## config.mk

```make
export PLATFORM = sky130hd
export DESIGN_NAME = merge_two_sorted_lists_top
export DESIGN_NICKNAME = d
export VERILOG_FILES = /design/src/rtl/mtsl_pkg.sv /design/src/rtl/mtsl_ram.sv /design/src/rtl/merge_two_sorted_lists_top.sv
export SDC_FILE = /design/constraint.sdc
export NUM_CORES = 2
export LEC_CHECK = 0
export BUFFER_PORTS_ARGS = -buffer_cell sky130_fd_sc_hd__buf_4
export CORE_UTILIZATION = 34
export DETAILED_ROUTE_END_ITERATION = 8
export PLACE_DENSITY = 0.53
export SYNTH_ARGS = -nofsm -noshare
export SYNTH_HDL_FRONTEND = slang
export SYNTH_SLANG_ARGS = --single-unit
```

## constraint.sdc

```tcl
create_clock -name clk_i -period 5.9 [get_ports clk_i]
set_input_delay 0.295 -clock clk_i [delete_from_list [all_inputs] [get_ports clk_i]]
set_output_delay 0.295 -clock clk_i [all_outputs]
set_load 0.05 [all_outputs]
```

## src/rtl/mtsl_pkg.sv

```systemverilog
// Types and constants of the two-way merge block.
// Used by the top level and the checker; depends on nothing.
`timescale 1ns / 1ps

package mtsl_pkg;

  // Capacity of each of the two stores (valid range 1 to 32).
  localparam int LIST_DEPTH = 32;
  localparam int VALUE_W    = 32;
  localparam int KIND_W     = 2;
  // Counts must also hold LIST_DEPTH itself; indexes run to LIST_DEPTH - 1.
  localparam int CNT_W      = $clog2(LIST_DEPTH + 1);
  localparam int IDX_W      = (LIST_DEPTH > 1) ? $clog2(LIST_DEPTH) : 1;

  typedef enum logic [KIND_W-1:0] {
    KIND_PUSH_FIRST  = 2'd0,
    KIND_PUSH_SECOND = 2'd1,
    KIND_MERGE       = 2'd2
  } kind_e;

  typedef enum logic {
    ST_IDLE  = 1'b0,
    ST_MERGE = 1'b1
  } state_e;

  typedef struct packed {
    logic [KIND_W-1:0]         kind;
    logic signed [VALUE_W-1:0] value;
  } in_item_t;

  typedef struct packed {
    logic signed [VALUE_W-1:0] merged_value;
    logic                      last;
    logic                      overflow;
  } res_item_t;

endpackage

```

## src/rtl/mtsl_ram.sv

```systemverilog
// Generic single-write, single-read RAM with a registered read port.
// Depends on nothing.
`timescale 1ns / 1ps

module mtsl_ram #(
  parameter int WIDTH = 32,
  parameter int DEPTH = 32,
  localparam int AW   = (DEPTH > 1) ? $clog2(DEPTH) : 1
) (
  input  logic             clk_i,
  input  logic             we_i,
  input  logic [AW-1:0]    waddr_i,
  input  logic [WIDTH-1:0] wdata_i,
  input  logic [AW-1:0]    raddr_i,
  output logic [WIDTH-1:0] rdata_o
);

  logic [WIDTH-1:0] mem_q [DEPTH];
  logic [WIDTH-1:0] rdata_q;

  always_ff @(posedge clk_i) begin
    if (we_i) begin
      mem_q[waddr_i] <= wdata_i;
    end
    rdata_q <= mem_q[raddr_i];
  end

  assign rdata_o = rdata_q;

endmodule

```

## src/rtl/merge_two_sorted_lists_top.sv

```systemverilog
// Top level of the two-way stable merge block: two stores, counts and sequencer.
// Depends on mtsl_pkg and mtsl_ram.
`timescale 1ns / 1ps

// Channel   | Ports                         | Handshake
// ----------+-------------------------------+------------------------------------
// input     | start_i, busy_o, in_i         | item taken when start_i && !busy_o
// result    | res_valid_o, res_o            | item shown for one cycle, no stall
//
// A push item leaves busy_o low, so pushes can follow back to back. A merge
// of n stored values holds busy_o high while it runs and delivers one result
// item per cycle, each through the res_q register. That rate is set by the
// single read port of each store and the one shared signed comparator. A
// merge with both stores empty gives no result. Reset empties both stores
// and clears the overflow flag; store contents are not cleared, since only
// entries below the fill count are ever read. The receiver cannot stall, so
// results are registered and never held.

module merge_two_sorted_lists_top
  import mtsl_pkg::*;
(
  input  logic      clk_i,
  input  logic      rst_ni,
  input  logic      start_i,
  output logic      busy_o,
  input  in_item_t  in_i,
  output logic      res_valid_o,
  output res_item_t res_o
);

  state_e    state_q, state_d;
  logic [CNT_W-1:0] cnt1_q, cnt1_d, cnt2_q, cnt2_d;
  logic [CNT_W-1:0] i_q, i_d, j_q, j_d;
  logic      ovf_q, ovf_d;
  res_item_t res_q, res_d;
  logic      res_valid_q, res_valid_d;

  logic             accept;
  logic             we1, we2;
  logic [VALUE_W-1:0] rd1, rd2;
  logic             take_first;
  logic             run_done;

  assign accept = start_i && (state_q == ST_IDLE);

  // Each store has its own RAM. The read address follows the next head index,
  // so the heads of both stores are ready in the cycle the compare needs them.
  mtsl_ram #(
    .WIDTH (VALUE_W),
    .DEPTH (LIST_DEPTH)
  ) u_first_store (
    .clk_i   (clk_i),
    .we_i    (we1),
    .waddr_i (cnt1_q[IDX_W-1:0]),
    .wdata_i (in_i.value),
    .raddr_i (i_d[IDX_W-1:0]),
    .rdata_o (rd1)
  );

  mtsl_ram #(
    .WIDTH (VALUE_W),
    .DEPTH (LIST_DEPTH)
  ) u_second_store (
    .clk_i   (clk_i),
    .we_i    (we2),
    .waddr_i (cnt2_q[IDX_W-1:0]),
    .wdata_i (in_i.value),
    .raddr_i (j_d[IDX_W-1:0]),
    .rdata_o (rd2)
  );

  // The first store wins ties, which keeps the merge stable. Once a store is
  // exhausted the other one supplies the rest of the run.
  assign take_first = (i_q != cnt1_q) &&
                      ((j_q == cnt2_q) || ($signed(rd1) <= $signed(rd2)));

  // The run ends when the head that is taken now was the last one left.
  assign run_done = ((i_q + CNT_W'(take_first)) == cnt1_q) &&
                    ((j_q + CNT_W'(!take_first)) == cnt2_q);

  always_ff @(posedge clk_i or negedge rst_ni) begin
    if (!rst_ni) begin
      state_q     <= ST_IDLE;
      cnt1_q      <= '0;
      cnt2_q      <= '0;
      i_q         <= '0;
      j_q         <= '0;
      ovf_q       <= 1'b0;
      res_valid_q <= 1'b0;
    end else begin
      state_q     <= state_d;
      cnt1_q      <= cnt1_d;
      cnt2_q      <= cnt2_d;
      i_q         <= i_d;
      j_q         <= j_d;
      ovf_q       <= ovf_d;
      res_valid_q <= res_valid_d;
    end
  end

  always_ff @(posedge clk_i) begin
    res_q <= res_d;
  end

  always_comb begin
    state_d     = state_q;
    cnt1_d      = cnt1_q;
    cnt2_d      = cnt2_q;
    i_d         = i_q;
    j_d         = j_q;
    ovf_d       = ovf_q;
    res_d       = res_q;
    res_valid_d = 1'b0;
    we1         = 1'b0;
    we2         = 1'b0;

    unique case (state_q)
      ST_IDLE: begin
        // Keep both heads at entry zero so a merge finds them already read.
        i_d = '0;
        j_d = '0;
        if (accept) begin
          unique case (kind_e'(in_i.kind))
            KIND_PUSH_FIRST: begin
              if (cnt1_q == CNT_W'(LIST_DEPTH)) begin
                ovf_d = 1'b1;
              end else begin
                we1    = 1'b1;
                cnt1_d = cnt1_q + 1'b1;
              end
            end
            KIND_PUSH_SECOND: begin
              if (cnt2_q == CNT_W'(LIST_DEPTH)) begin
                ovf_d = 1'b1;
              end else begin
                we2    = 1'b1;
                cnt2_d = cnt2_q + 1'b1;
              end
            end
            KIND_MERGE: begin
              if ((cnt1_q != '0) || (cnt2_q != '0)) begin
                state_d = ST_MERGE;
              end else begin
                ovf_d = 1'b0;
              end
            end
            default: begin
              // The unused kind code leaves all state as it is.
            end
          endcase
        end
      end
      ST_MERGE: begin
        i_d = i_q + CNT_W'(take_first);
        j_d = j_q + CNT_W'(!take_first);
        res_valid_d        = 1'b1;
        res_d.merged_value = take_first ? rd1 : rd2;
        res_d.last         = run_done;
        res_d.overflow     = ovf_q;
        if (run_done) begin
          state_d = ST_IDLE;
          cnt1_d  = '0;
          cnt2_d  = '0;
          ovf_d   = 1'b0;
        end
      end
      default: begin
        state_d = ST_IDLE;
      end
    endcase
  end

  assign busy_o      = (state_q != ST_IDLE);
  assign res_valid_o = res_valid_q;
  assign res_o       = res_q;

endmodule

```

# After elaboration in Yosys (flattened, before gate mapping)
# Memory sizes are Yosys's and may differ from the RTL's. A register that Yosys moved wholly into a read port is not among the register bits.
# Index checks and enable logic that the tools add are counted.
# op_classes
order_cmp	1
addsub	4
bitwise_logic	1
mux	37
n_reduce_logical	12
eq_ne	18
# ops
op	n
6-bit case mux with 2 select lines	4
6-bit 2-to-1 mux	7
32-bit less-or-equal comparator	1
32-bit 2-to-1 mux	1
1-bit 2-to-1 mux	22
6-bit == test	3
6-bit by 1-bit adder with 6-bit output	2
6-bit by 1-bit adder with 6-bit output (second input constant)	2
6-bit == test (second input constant)	2
6-bit nonzero test	2
3-bit != test (second input constant)	3
4-bit AND reduction	2
2-bit by 1-bit != test with 1-bit output (second input constant)	3
2-bit != test (second input constant)	3
6-bit != test	1
6-bit AND reduction	1
4-bit by 1-bit != test with 1-bit output (second input constant)	1
1-bit case mux with 2 select lines	2
1-bit logical AND	3
1-bit case mux with 3 select lines	1
2-bit by 1-bit == test with 1-bit output (second input constant)	1
2-bit == test (second input constant)	1
2-bit logical NOT	1
1-bit logical OR	2
other kinds (2)	2
# word_totals
wordCells	85
register_bits	61
input_bits	37
ramBits	2048
memories	2
# mem_list
memory	depth	width	read_ports	rd_clocked_by_memory_dff	write_ports	line_no	rtl
u_first_store.mem_q	32	32	1	1	1	mtsl_ram.sv:18	logic [WIDTH-1:0] mem_q [DEPTH];
u_second_store.mem_q	32	32	1	1	1	mtsl_ram.sv:18	

# Depth between registers and ports, before layout
# depth
ltp_word	9
mapped_depth	23
mapped_depth_nobuf	19

# Cells and area by module
# A second synthesis with hierarchy kept.
# unflattened
cells_unflattened	4885
area_unflattened_um2	85051.6
# by_module_without_submodules
module	area_each_um2	cells_per_inst	instances
mtsl_ram	40485.1	2260	2
merge_two_sorted_lists_top	4081.4	365	1

# Least setup slack after synthesis
# Ideal clock, no wire load.
# synth_path
path_kind	reg-to-reg
start	register state_q, in the netlist busy_o
end	memory u_first_store.mem_q[0][0] (enable)
stages_incl_launch_ff	6
setup_slack_ps	1425
t_arrival_ps	4014
path_cell_list	dfrtp_1 -> buf_2 -> buf_2 -> nor3b_1 -> nand2b_1 -> nor3_1
# synth_between
elab_chain_cells	6
# synth_lines
item	line_no	rtl
from (decl)	merge_two_sorted_lists_top.sv:31	state_e state_q, state_d;
from (signal assigned)	merge_two_sorted_lists_top.sv:91	state_q <= state_d;
1-bit inverter	n/a	
1-bit logical AND	merge_two_sorted_lists_top.sv:44	assign accept = start_i && (state_q == ST_IDLE);
1-bit 2-to-1 mux	merge_two_sorted_lists_top.sv:122	if (accept) begin
1-bit 2-to-1 mux (*)	merge_two_sorted_lists_top.sv:117	unique case (state_q)
1-bit 2-to-1 mux (*)	mtsl_ram.sv:22	if (we_i) begin
1-bit 2-to-1 mux (not written as such) (*)	mtsl_ram.sv:23	mem_q[waddr_i] <= wdata_i;
to (decl)	mtsl_ram.sv:18	
# Every way passes the cells marked *; elsewhere a longest branch is shown, timed or not.

# Worst setup path in the final report
# layout_path
start	register u_first_store.rdata_q[15], in the netlist u_first_store.rdata_o[15], read port of u_first_store.mem_q
end	register u_second_store.rdata_q[23], in the netlist u_second_store.rdata_o[23], read port of u_second_store.mem_q
# layout_between
elab_chain_cells	6
# layout_lines
item	line_no	rtl
from (decl)	mtsl_ram.sv:19	logic [WIDTH-1:0] rdata_q;
32-bit less-or-equal comparator	merge_two_sorted_lists_top.sv:75	((j_q == cnt2_q) || ($signed(rd1) <= $signed(rd2)));
1-bit logical OR	merge_two_sorted_lists_top.sv:75	
1-bit logical AND	merge_two_sorted_lists_top.sv:74	assign take_first = (i_q != cnt1_q) &&
1-bit logical NOT	merge_two_sorted_lists_top.sv:155	j_d = j_q + CNT_W'(!take_first);
6-bit by 1-bit adder with 6-bit output	merge_two_sorted_lists_top.sv:155	
6-bit case mux with 2 select lines	merge_two_sorted_lists_top.sv:117	
to (decl)	mtsl_ram.sv:19	
# Every way passes these cells.
# A chain may end at the register's enable or synchronous reset.

==> impl_metrics.tcl <==
set metrics [dict create \
    synth_top_area_cell "edfxtp_1" \
    grt-ovfl-total 0 \
    fin_crit_sh_pct 94.61 \
    setup_tns_ns 0 \
    firstDrtPassIters 5 \
    final.min_clock_period_ns 5.582 \
    fmax_mhz 179.1 \
    via_per_inst 5.566 \
    crit_chain "ha_1 > nand4_1 > a21oi_1 > a211oi_1 > a21boi_1 > o21a_2 > or2_2 > ha_4 > ha_1 > xor2_1 > nand2_4 > inv_6 > buf_12 > mux4_2 > nand2_1 > a21oi_1 > a31oi_1 > o221ai_1" \
    cts_max_path_buffers 3 \
    port_buffers 72 \
    start_util_pct 34.18 \
    syn-cell-area_mm2 0.08492 \
    synth.top_cells.by_area "edfxtp_1 (74%), mux4_2 (4.2%), o221ai_1 (3.7%), nand2_1 (2.8%), nand3_1 (2.0%)" \
    drc 0 \
    run_status "finished, final reports clean" \
    slowest_delay_ns 0.66 \
    cts_resized 0 \
    slew_headroom_pct 17.76 \
    tightest_slew_ns 1.231 \
    arrival_ns 6.30 \
    clkTransAtPathRegs_ns 0.06 \
    grt_pass1_vias 48440 \
    grtUsageTotal_pct 19.89 \
    synth_top_area_share_pct 73.62 \
    rsz0062_at_grt "false" \
    slowest_stage "dfxtp_1" \
    multiInputGateArea_mm2 0.01924 \
    maxCapViolCount 0 \
    criticalPathCategory "register to register" \
    synth_edf_count 2082 \
    final-setup-viol-count 0 \
    grt_max_degree 186 \
    ys_seq_area_share_pct 75.93 \
    ys.flop_type "edfxtp_1" \
    drtIter0Drc 5521 \
    critPathLaunchType "register" \
    crit_fanout 61 \
    wl_per_cell_um 28.38 \
    ys_types 57 \
    gp_routability_congestion 0.8110 \
    cts_buffers 220 \
    syn2layout_area_growth_pct 15.83 \
    drive_gt1_share_pct 15.52 \
    fillCellCount 22490 \
    syn-instance-count 5270 \
    place_inst 8486 \
    nets 5487 \
    io_pins 73 \
    grt_pass1_wl_mm 360.7 \
    fp.dieH_um 501.8 \
    die-width_um 501.8 \
    avgSynthCellArea_um2 16.11 \
    coreArea_mm2 0.2484 \
    regArea_mm2 0.06448 \
    cts.sinks 2173 \
    vias 49750 \
    die-area_mm2 0.2518 \
    final_cells 8937 \
    post-cts-setup-buffers 0 \
    ys_ff_latch 2173 \
    antenna_found_initial 9 \
    crit_required_ns 6.62 \
    postSynth.asyncResetShare_pct 1.243 \
    yosysWarnings 0 \
    finalHoldViolCount 0 \
    ant_nets 0 \
    cts_tree "built" \
    end_kind "register" \
    clk-insertion-delay-late_ns 0.88 \
    htreeDepth 4 \
    fin_skew_ns 0.03334 \
    r2r_slack_ns 0.32 \
    root_buffer "clkbuf_16" \
    syn-num-nets 5351 \
    drt_wl_total_mm 253.6 \
    rows 183 \
    hpwl_mm 141.0 \
    hp-class "input port to register" \
    maxSlewViolCount 0 \
]
worst paths after layout:
check,startpoint,endpoint,cells past startpoint
hold reg to reg,u_second_store.rdata_o[24],res_o[26],1
max in group asynchronous,rst_ni,busy_o,4
setup reg to reg,u_first_store.rdata_o[15],u_second_store.rdata_o[23],18
hold / removal,in_i[23],u_first_store.mem_q[31][23],1
setup / recovery,u_first_store.rdata_o[15],u_second_store.rdata_o[23],18
min in group asynchronous,rst_ni,res_valid_o,4
Yosys cell counts (35+ instances only):
cell / n
mux4_2: 159
o221ai_1: 357
a31oi_1: 99
buf_1: 35
nand3_1: 336
nand3b_1: 191
buf_2: 72
edfxtp_1: 2082
ha_1: 44
a311oi_1: 64
inv_1: 40
nand2_1: 644
o21ai_0: 129
a21oi_1: 209
o211ai_1: 64
nor2_1: 84
clkbuf_1: 292
dfxtp_1: 64
sequential cells by signal, indices dropped and copies added, names as in the netlist:
name,cells
u_second_store.rdata_o,32
res_o,34
busy_o,1
cnt1_q,6
cnt2_q,6
j_q,6
u_second_store.mem_q,1024
ovf_q,1
res_valid_o,1
u_first_store.rdata_o,32
u_first_store.mem_q,1024
i_q,6
critical path: cells and delay by family, from the launching register on:
family / cells / cell delay (ns)
AND/OR/NAND/NOR: 4 / 0.80
buffers and inverters: 2 / 0.56
AO/OA/AOI/OAI: 7 / 1.81
flip-flops: 1 / 0.66
XOR/XNOR: 1 / 0.31
multiplexers: 1 / 0.37
adder cells (fa/ha/maj): 3 / 0.72
cell families (layout without fill, tap and decap cells):
group	after synthesis	count (layout)	share of synthesized area, %
buffers and inverters	448	778	2.117
other	0	7	0
xor gates and xnor gates	42	42	0.4420
muxes	193	193	4.618
adders and majority gates	44	44	0.6483
DFF	2173	2173	75.93
and+or+nand+nor	1307	1307	7.309
AOI/OAI and AO/OA	1063	1063	8.939
cell usage in the layout (no fill, tap or decap), types with 99 or more instances in the layout:
master     count
buf_4        241
nand3b_1     191
nand3_1      335
a21oi_1      209
nand2_1      637
o21ai_0      129
a31oi_1       99
o221ai_1     357
clkbuf_16    222
edfxtp_1    2082
mux4_2       159
per-stage QoR:
stage | util [%] | hold slack [ns] | area, um^2 | setup WS [ns]
CTS | 39.59 | 0.001568 | 98350 | 0.3677
global placement | 36.57 | 0.2770 | 90860 | 0.4469
detailed placement | 36.57 | 0.2751 | 90860 | 0.4209
finish | 39.60 | 0.04663 | 98370 | 0.3179
floorplan | - | -0.0005911 | 84920 | 1.425
global route | 39.59 | 0.04432 | 98350 | 0.1831
layout make-up:
cell class,count,share of cell area [%]
clock buffer,305,6.168
sequential,2173,65.55
timing repair buffer,318,3.132
clock inverter,111,1.147
inverter,44,0.1933
antenna,7,0.01781
tap,3330,4.236
multi-input combinational,2649,19.56
layer usage:
layer,vias to the layer above,share of wire (%),track usage (%)
met4,0,3.0,6.303
met1,26090,43,27.72
met2,1877,48,31.94
met3,359,6.5,2.878
li1,21420,-,-
met5,-,0,0
timing repair:
item                       4_1_cts  5_1_grt
setup endpoints to repair        0        0
hold buffers                    28        0
hold endpoints to repair       759        0
Power is left out: the tool's default activity adds up to more than one toggle a clock period on the data nets, which glitch-free logic cannot reach.
